--- src/design/bnem_pkg.sv ---
// Shared types and constants for the block noise error estimator.
`timescale 1ns / 1ps
`default_nettype none
package bnem_pkg;
   localparam int unsigned DvdW = 48;
   localparam int unsigned DivW = 32;
   localparam int unsigned StepW = 6;

   typedef struct packed {
      logic              start;
      logic [DivW-1:0]   rem;
      logic [DvdW-1:0]   dvd;
      logic [DivW-1:0]   divisor;
      logic [StepW-1:0]  steps;
   } div_req_type;

   typedef struct packed {
      logic              start;
      logic [63:0]       radicand;
   } root_req_type;
endpackage
`default_nettype wire

--- src/design/bnem_div.sv ---
// Serial restoring divider, one quotient bit per cycle.
`timescale 1ns / 1ps
`default_nettype none
module bnem_div import bnem_pkg::*; (
   input  wire logic              clock,
   input  wire logic              reset,
   input  wire div_req_type       req,
   output logic                   done,
   output logic [DvdW-1:0]        quot
);
   logic [DivW-1:0]  rem_ff, rem_in;
   logic [DvdW-1:0]  dvd_ff, dvd_in;
   logic [StepW-1:0] cnt_ff;
   logic             busy_ff, done_ff;
   logic [DivW:0]    trial;
   logic [DivW:0]    diff;
   logic             ge;

   always_comb begin
      trial = {rem_ff, dvd_ff[DvdW-1]};
      ge = trial >= {1'b0, req.divisor};
      diff = trial - {1'b0, req.divisor};
      rem_in = ge ? diff[DivW-1:0] : trial[DivW-1:0];
      dvd_in = {dvd_ff[DvdW-2:0], ge};
   end

   always_ff @(posedge clock) begin
      if (reset) begin
         busy_ff <= 1'b0;
         done_ff <= 1'b0;
         cnt_ff <= '0;
      end else begin
         done_ff <= 1'b0;
         if (req.start) begin
            rem_ff <= req.rem;
            dvd_ff <= req.dvd;
            cnt_ff <= req.steps;
            busy_ff <= 1'b1;
         end else if (busy_ff) begin
            rem_ff <= rem_in;
            dvd_ff <= dvd_in;
            cnt_ff <= cnt_ff - 1'b1;
            if (cnt_ff == StepW'(1)) begin
               busy_ff <= 1'b0;
               done_ff <= 1'b1;
            end
         end
      end
   end

   assign done = done_ff;
   assign quot = dvd_ff;
endmodule
`default_nettype wire

--- src/design/bnem_root.sv ---
// Serial integer square root, one root bit per cycle.
`timescale 1ns / 1ps
`default_nettype none
module bnem_root import bnem_pkg::*; (
   input  wire logic          clock,
   input  wire logic          reset,
   input  wire root_req_type  req,
   output logic               done,
   output logic [31:0]        root
);
   logic [63:0] v_ff;
   logic [34:0] rem_ff, rem_in;
   logic [31:0] root_ff;
   logic [5:0]  cnt_ff;
   logic        busy_ff, done_ff;
   logic [34:0] remn, trial;
   logic        ge;

   always_comb begin
      remn = {rem_ff[32:0], v_ff[63:62]};
      trial = {1'b0, root_ff, 2'b01};
      ge = remn >= trial;
      rem_in = ge ? remn - trial : remn;
   end

   always_ff @(posedge clock) begin
      if (reset) begin
         busy_ff <= 1'b0;
         done_ff <= 1'b0;
         cnt_ff <= '0;
      end else begin
         done_ff <= 1'b0;
         if (req.start) begin
            v_ff <= req.radicand;
            rem_ff <= '0;
            root_ff <= '0;
            cnt_ff <= 6'd32;
            busy_ff <= 1'b1;
         end else if (busy_ff) begin
            v_ff <= {v_ff[61:0], 2'b00};
            rem_ff <= rem_in;
            root_ff <= {root_ff[30:0], ge};
            cnt_ff <= cnt_ff - 1'b1;
            if (cnt_ff == 6'd1) begin
               busy_ff <= 1'b0;
               done_ff <= 1'b1;
            end
         end
      end
   end

   assign done = done_ff;
   assign root = root_ff;
endmodule
`default_nettype wire

--- src/design/block_noise_error_max.sv ---
// Each pixel runs six normalizing divisions, then the sums, the square root and the final
// division, and then the output. Zero weights and a zero sum shorten the work.
// One pixel is in work at a time; ready is low while a pixel is in work.
// The result word is registered and appears after the last pixel.
// Reset: synchronous, clears the sequencer, the running maximum and rsp_valid.
`timescale 1ns / 1ps
`default_nettype none
module block_noise_error_max import bnem_pkg::*; (
   input  wire logic               clock,
   input  wire logic               reset,
   input  wire logic               req_valid,
   output logic                    req_ready,
   input  wire logic [31:0]        req_main_weight,
   input  wire logic signed [31:0] req_main_red,
   input  wire logic signed [31:0] req_main_green,
   input  wire logic signed [31:0] req_main_blue,
   input  wire logic [31:0]        req_half_weight,
   input  wire logic signed [31:0] req_half_red,
   input  wire logic signed [31:0] req_half_green,
   input  wire logic signed [31:0] req_half_blue,
   input  wire logic               req_is_last,
   output logic                    rsp_valid,
   input  wire logic               rsp_ready,
   output logic [31:0]             rsp_block_error
);
   typedef enum logic [3:0] {
      ST_IDLE, ST_NORM, ST_NWAIT, ST_SUMS, ST_ROOT, ST_RWAIT, ST_DIV, ST_DWAIT, ST_DONE
   } state_type;

   state_type    state_ff;
   logic [31:0]  wm_ff, wh_ff;
   logic [31:0]  col_ff [6];
   logic         last_ff;
   logic [2:0]   idx_ff;
   logic [47:0]  mag_ff [6];
   logic         neg_ff [6];
   logic [49:0]  s_ff;
   logic [51:0]  d_ff;
   logic [31:0]  err_ff, max_ff, out_ff;
   logic         out_valid_ff;

   div_req_type  div_req;
   root_req_type root_req;
   logic         div_done, root_done;
   logic [47:0]  quot;
   logic [31:0]  root;

   logic [31:0]  cur_col, cur_w, cur_mag;
   logic [49:0]  sgn [6];
   logic [49:0]  diff [3];
   logic [49:0]  adiff [3];
   logic [49:0]  s_in;
   logic [51:0]  d_in;
   logic [31:0]  max_in;
   logic         out_load, out_valid_in;

   always_comb begin
      cur_col = col_ff[idx_ff];
      cur_w = (idx_ff < 3'd3) ? wm_ff : wh_ff;
      cur_mag = cur_col[31] ? 32'(-cur_col) : cur_col;
      for (int i = 0; i < 6; i++) begin
         sgn[i] = neg_ff[i] ? 50'(-{2'b00, mag_ff[i]}) : {2'b00, mag_ff[i]};
      end
      for (int i = 0; i < 3; i++) begin
         diff[i] = sgn[i] - sgn[i+3];
         adiff[i] = diff[i][49] ? 50'(-diff[i]) : diff[i];
      end
      s_in = 50'(mag_ff[0]) + 50'(mag_ff[1]) + 50'(mag_ff[2]);
      d_in = 52'(adiff[0]) + 52'(adiff[1]) + 52'(adiff[2]);
      max_in = (err_ff > max_ff) ? err_ff : max_ff;
      out_load = (state_ff == ST_DONE) && last_ff && (!out_valid_ff || rsp_ready);
      out_valid_in = out_load || (out_valid_ff && !rsp_ready);

      div_req = '0;
      div_req.divisor = (state_ff == ST_DIV || state_ff == ST_DWAIT) ? root : cur_w;
      if (state_ff == ST_NORM && cur_w != '0) begin
         div_req.start = 1'b1;
         div_req.rem = '0;
         div_req.dvd = {cur_mag, 16'b0};
         div_req.steps = StepW'(48);
      end else if (state_ff == ST_DIV) begin
         div_req.start = 1'b1;
         div_req.rem = d_ff[48:17];
         div_req.dvd = {d_ff[16:0], 31'b0};
         div_req.steps = StepW'(32);
      end
      root_req.start = (state_ff == ST_ROOT);
      root_req.radicand = {s_ff, 14'b0};
   end

   bnem_div u_div (
      .clock (clock), .reset (reset), .req (div_req), .done (div_done), .quot (quot)
   );

   bnem_root u_root (
      .clock (clock), .reset (reset), .req (root_req), .done (root_done), .root (root)
   );

   always_ff @(posedge clock) begin
      if (reset) begin
         state_ff <= ST_IDLE;
         max_ff <= '0;
         out_valid_ff <= 1'b0;
         idx_ff <= '0;
      end else begin
         out_valid_ff <= out_valid_in;
         unique case (state_ff)
            ST_IDLE: begin
               if (req_valid) begin
                  wm_ff <= req_main_weight;
                  wh_ff <= req_half_weight;
                  col_ff[0] <= req_main_red;
                  col_ff[1] <= req_main_green;
                  col_ff[2] <= req_main_blue;
                  col_ff[3] <= req_half_red;
                  col_ff[4] <= req_half_green;
                  col_ff[5] <= req_half_blue;
                  last_ff <= req_is_last;
                  idx_ff <= '0;
                  state_ff <= ST_NORM;
               end
            end
            ST_NORM: begin
               neg_ff[idx_ff] <= cur_col[31];
               if (cur_w == '0) begin
                  mag_ff[idx_ff] <= '0;
                  if (idx_ff == 3'd5) state_ff <= ST_SUMS;
                  else idx_ff <= idx_ff + 1'b1;
               end else begin
                  state_ff <= ST_NWAIT;
               end
            end
            ST_NWAIT: begin
               if (div_done) begin
                  mag_ff[idx_ff] <= quot;
                  if (idx_ff == 3'd5) begin
                     state_ff <= ST_SUMS;
                  end else begin
                     idx_ff <= idx_ff + 1'b1;
                     state_ff <= ST_NORM;
                  end
               end
            end
            ST_SUMS: begin
               s_ff <= s_in;
               d_ff <= d_in;
               if (s_in == '0) begin
                  err_ff <= '0;
                  state_ff <= ST_DONE;
               end else begin
                  state_ff <= ST_ROOT;
               end
            end
            ST_ROOT: state_ff <= ST_RWAIT;
            ST_RWAIT: begin
               if (root_done) begin
                  if (d_ff >= {3'b000, root, 17'b0}) begin
                     err_ff <= '1;
                     state_ff <= ST_DONE;
                  end else begin
                     state_ff <= ST_DIV;
                  end
               end
            end
            ST_DIV: state_ff <= ST_DWAIT;
            ST_DWAIT: begin
               if (div_done) begin
                  err_ff <= quot[31:0];
                  state_ff <= ST_DONE;
               end
            end
            ST_DONE: begin
               if (!last_ff) begin
                  max_ff <= max_in;
                  state_ff <= ST_IDLE;
               end else if (out_load) begin
                  out_ff <= max_in;
                  max_ff <= '0;
                  state_ff <= ST_IDLE;
               end
            end
            default: state_ff <= ST_IDLE;
         endcase
      end
   end

   assign req_ready = (state_ff == ST_IDLE);
   assign rsp_valid = out_valid_ff;
   assign rsp_block_error = out_ff;
endmodule
`default_nettype wire

--- config.mk ---
export PLATFORM = sky130hd
export DESIGN_NAME = block_noise_error_max
export DESIGN_NICKNAME = d
export VERILOG_FILES = /design/src/design/bnem_pkg.sv /design/src/design/bnem_div.sv /design/src/design/bnem_root.sv /design/src/design/block_noise_error_max.sv
export SDC_FILE = /design/constraint.sdc
export NUM_CORES = 2
export LEC_CHECK = 0
export BUFFER_PORTS_ARGS = -buffer_cell sky130_fd_sc_hd__buf_2
export CAP_MARGIN = 20
export CORE_ASPECT_RATIO = 2
export CORE_MARGIN = 3
export CORE_UTILIZATION = 45
export CTS_CLUSTER_SIZE = 10
export DETAILED_ROUTE_END_ITERATION = 7
export HOLD_SLACK_MARGIN = 0.02
export PLACE_DENSITY_LB_ADDON = 0.15
export SYNTH_ARGS = -nofsm -noshare
export SYNTH_HDL_FRONTEND = slang
export SYNTH_SLANG_ARGS = --single-unit
--- constraint.sdc ---
create_clock -name clock -period 10.8 [get_ports clock]
set_clock_uncertainty 0.1 [all_clocks]
set_input_delay 1.08 -clock clock [delete_from_list [all_inputs] [get_ports clock]]
set_output_delay 1.08 -clock clock [all_outputs]
set_load 0.005 [all_outputs]
* Word-level counts from Yosys, hierarchy flattened
Memory sizes are Yosys's and may differ from the RTL's. A register that Yosys moved wholly into a read port is not among the register bits.
Index checks and enable logic that the tools add are counted.
** Storage, ports and cells
- Register bits after elaboration :: 494
- Memory bits (writable) :: 486
- Input bits :: 261
- Output and inout bits :: 34
- Word-level logic and storage cells :: 189
- Memories kept :: 3
** Memory list
- mag_ff :: words 6, bits a word 48, read ports 6, clocked after Yosys merged registers in 0, write ports 1, RTL line block_noise_error_max.sv:35 : logic [47:0] mag_ff [6];
- col_ff :: words 6, bits a word 32, read ports 1, clocked after Yosys merged registers in 1, write ports 6, RTL line block_noise_error_max.sv:32 : logic [31:0] col_ff [6];
- neg_ff :: words 6, bits a word 1, read ports 6, clocked after Yosys merged registers in 0, write ports 1, RTL line block_noise_error_max.sv:36 : logic neg_ff [6];
** Cells by class
- $add $sub $neg :: 22
- Magnitude comparators :: 5
- Equal/unequal tests :: 21
- Multiplexer cells :: 81
- Bitwise logic cells :: 4
- Reductions and logical operators :: 29
** Operators by type and width (number)
- 50-bit 2-to-1 mux :: 9
- 32-bit 2-to-1 mux :: 14
- 48-bit negator with 50-bit output :: 6
- 81-bit 2-to-1 mux :: 2
- 50-bit negator :: 3
- 50-bit subtractor :: 3
- 48-bit 2-to-1 mux :: 3
- 64-bit 2-to-1 mux :: 2
- 32-bit case mux with 3 select lines :: 1
- 33-bit 2-to-1 mux :: 2
- 51-bit by 50-bit adder with 52-bit output :: 1
- 52-bit by 49-bit greater-or-equal comparator with 1-bit output :: 1
- 50-bit by 50-bit adder with 51-bit output :: 1
- 49-bit by 48-bit adder with 50-bit output :: 1
- 50-bit zero test :: 1
- 48-bit by 48-bit adder with 49-bit output :: 1
- 4-bit 2-to-1 mux :: 10
- 6-bit 2-to-1 mux :: 6
- 4-bit case mux with 9 select lines :: 1
- 35-bit by 34-bit greater-or-equal comparator with 1-bit output :: 1
- 33-bit by 32-bit greater-or-equal comparator with 1-bit output :: 1
- 33-bit subtractor :: 1
- 32-bit > comparator :: 1
- 32-bit zero test :: 1
- other kinds (34) :: 89

* Depth between registers and ports, before layout
- Depth in word-level cells :: 8
- Mapped depth :: 44
- Gate-level depth less buffers :: 42

* Hierarchy
A second synthesis with hierarchy kept.
** Unflattened totals
- Cell total of the unflattened synthesis :: 6805
- Area total of the unflattened synthesis :: 69392.8 um2
** By module, submodules not included
- block_noise_error_max :: times used 1, cells an instance 5583, area each 55739.7 um2, seq. area each 22391.5 um2
- bnem_root :: times used 1, cells an instance 656, area each 7538.5 um2, seq. area each 4033.9 um2
- bnem_div :: times used 1, cells an instance 566, area each 6114.6 um2, seq. area each 2562.5 um2

* Worst setup path after synthesis
No wires, ideal clock.
- Path kind :: input to register
- Start point :: in reset
- End point :: mem col_ff[0][0], enable pin
- Library setup time :: 0.747 ns
- Arrival :: 9.661 ns
- Data required time :: 9.953 ns
- Slack :: 0.292 ns
- Cell stages on the path :: 4
- Buffers on the path :: 3
- Path through :: clkbuf_1 -> clkbuf_1 -> buf_1 -> nor2_1
** RTL lines
- from (decl) :: RTL line block_noise_error_max.sv:10 : input wire logic reset,
- to (decl) :: RTL line block_noise_error_max.sv:32

==> qor.txt <==
worst skew pair latency -> 0.75 ns
HP Start -> max_ff[18]
Mapped Nets -> 7437
sequential area share after synthesis -> 0.426
Die H -> 552 µm
Fmax -> 96.0 MHz
Final Setup Violations -> 0
Via density -> 5.95
total track usage -> 0.339
Yosys reg bits -> 971
count leader, synth -> edfxtp_1
Post-Place Setup Slack -> -0.601 ns
Setup CP Type -> reg2reg
Slew Viols, Final -> 0
Lkg Pwr -> 31.1 nW
Setup TNS Final -> 0 ns
asr flop ratio synth -> 0
Worst setup startpoint -> mag_ff[1][9]
critical path's most frequent cell -> buf_4
clock tree buffer depth -> 3
Vias -> 56200
Final Hold Viols -> 0
drt first-iter violations -> 3752
final cell utilization of the core -> 0.533
drt wl/cell -> 28.1 µm
nets@finish -> 8231
Top FF cell, synth -> edfxtp_1
# IOs -> 295
root buffer cell -> clkbuf_16
vias in the first global route -> 57800
EDFF count, synth -> 912
Synth Cell Area -> 67100 µm²
Core ar. -> 148000 µm²
status -> completed
worst path arrival time -> 10.78 ns
CTS buffer count -> 109
placed instance area -> 75200 µm²
final worst path period share -> 0.965
MaxCap Viol Count -> 0
top-area cell type share of the netlist area -> 0.408
WHS Endpoint -> max_ff[18]
final setup margin -> 0.378 ns
critical path required time -> 11.16 ns
Worst Tran Pin Value -> 1.18 ns
reg2reg end -> d_ff[50]
synth top area cells -> edfxtp_1 41%, ha_1 7.3%, xnor2_1 5.2%
DP HPWL -> 221000 µm
Worst Path Max Fanout -> 5
Yosys top cell by area -> edfxtp_1
DRC -> 0
Avg Inst Size Synth -> 10.0 µm²
die width -> 279 µm
r2r startpoint -> mag_ff[1][9]
Post-Place Cells -> 9272
starting density of the core -> 0.455
Worst Setup Start Kind -> flop
port bufs -> 294
grt peak-use layer -> met2
Sink Count -> 971
initial antenna violation count -> 20
Pre-antenna DRT Iters -> 6
Clock transition at path regs -> 0.06 ns
Slew HR -> 0.205
# H-tree levels -> 3
Final GP Congestion -> 1.00
Overflow after GRT -> 0
Syn. warnings -> 0
global-route wire length before repair -> 379000 µm
Die ar. -> 154000 µm²
Worst path slowest cell -> or4b_2
Power Dens Cells -> 217 nW/µm²
Critical Path Max Stage Delay -> 0.65 ns
Area Growth Syn to Fin -> 17.2%
Max IR drop VDD -> 0.000198 V
largest net degree at the start of global routing -> 153
ANT nets after route -> 0
Design Power -> 17.1 mW
hold_ws -> 0.372 ns
Worst Reg-to-Reg Cells -> 42
Worst R2R Setup Slack -> 0.38 ns
routed wire length -> 266000 µm
worst min path class -> reg2reg
CTS tree -> done
post-route cell area -> 78700 µm²
Global Route met3 Usage -> 0.0406
Distinct cells, synth -> 87
Final Non-Filler Cells -> 9448
minimum clock period after layout -> 10.42 ns
num rows -> 199
GR Layer Usage met2 -> 0.625
Post-synth top cells -> 912 x edfxtp_1, 673 x nand2_1, 440 x o21ai_0
share of layout cells above drive strength 1 -> 0.165
kind of end point of the critical path -> flop
Mapped Cells -> 6683
hold path depth -> 1
met1 Track Usage GR -> 0.308
==> kinds of logic (layout without fill, tap and decap cells) <==
kind of cell,after synthesis,after routing,share of synthesized area
xor gates and xnor gates,696,696,0.0908
AOI/OAI and AO/OA,1754,1754,0.168
and+or+nand+nor,2052,2052,0.151
adders and majority gates,493,493,0.104
muxes,151,151,0.0286
buffers and inverters,566,1403,0.0320
other,0,19,0
DFF,971,971,0.426
==> flip-flops by register name, summed over array words and instances, names as in the netlist, 3 cells and up, named ones only <==
name	cells
col_ff	192
d_ff	52
err_ff	32
idx_ff	3
mag_ff	288
max_ff	32
neg_ff	6
rsp_block_error	32
s_ff	50
state_ff	4
u_div.cnt_ff	6
u_div.quot	48
u_div.rem_ff	32
u_root.cnt_ff	6
u_root.rem_ff	33
u_root.root	32
u_root.v_ff	50
wh_ff	32
wm_ff	32
==> worst max path at each step <==
stage / endpoint / slack (ns) / depth (start not counted)
3_5_place_dp: d_ff[49] / -0.60 / 43
4_1_cts: d_ff[50] / 0.03 / 45
6_report: d_ff[50] / 0.38 / 42
5_1_grt: d_ff[50] / -0.008 / 45
2_1_floorplan: col_ff[0][0] / 0.29 / 4
3_3_place_gp: d_ff[49] / -0.61 / 43
==> metal layers <==
metal  vias to the layer above  share of wire
li1                      26400              -
met1                     27200           0.31
met2                      1802           0.52
met3                       753          0.041
met4                         2           0.13
met5                         -        0.00020
==> cell type report <==
| type | count | area (µm²) |
|---|---|---|
| diodes | 19 | 47.5 |
| clock buffers | 139 | 2840 |
| clock inverters | 15 | 287 |
| fillers | 13400 | 69000 |
| inverters | 315 | 1180 |
| multi-input cells | 5146 | 37000 |
| flip-flops and latches | 971 | 28600 |
| well taps | 1909 | 2390 |
| repair buffers | 934 | 6340 |
==> timing repair <==
item / in CTS / in global routing
pin swaps: 1 / 10
resized for setup: 6 / 39
endpoints found under the setup margin: 9 / 19
buffers inserted: 0 / 1
hold buffers: 0 / 0
==> worst max-delay path: cells and delay by family, from the launching register on <==
family,cells,cell delay (ns)
flops,1,0.39
simple gates,10,3.21
xor+xnor,4,0.75
buf+inv,8,1.30
fa+ha+maj,3,1.07
compound gates,17,3.29
==> placed cells by master (no fill, tap or decap), types with 46 or more instances in the layout <==
cell type / netlist / final
edfxtp_1: 912 / 912
nand2_1: 673 / 670
buf_4: 1 / 633
o21ai_0: 440 / 440
a21oi_1: 416 / 411
nor2_1: 408 / 396
xnor2_1: 398 / 394
ha_1: 389 / 387
inv_1: 314 / 314
buf_2: 13 / 295
xor2_1: 298 / 294
a21o_1: 194 / 193
nor3_1: 137 / 133
o31ai_1: 133 / 132
nand3_1: 126 / 125
mux2i_1: 112 / 112
clkbuf_16: 0 / 109
fa_1: 104 / 103
or3_1: 99 / 98
nand4_1: 87 / 87
nor4_1: 94 / 77
a31oi_1: 69 / 66
and2_1: 64 / 63
o21a_1: 62 / 62
and3_1: 60 / 60
or4_1: 61 / 59
nand2b_1: 57 / 57
o21bai_1: 57 / 57
nor2b_1: 57 / 56
dfxtp_1: 59 / 55
a211oi_1: 48 / 46
==> power by group <==
| group | internal (mW) | switching, mW | total, mW |
|---|---|---|---|
| logic | 3.52 | 5.00 | 8.52 |
| registers | 4.89 | 0.247 | 5.14 |
| clock network | 1.88 | 1.55 | 3.43 |
(Power assumes the default switching activity.)
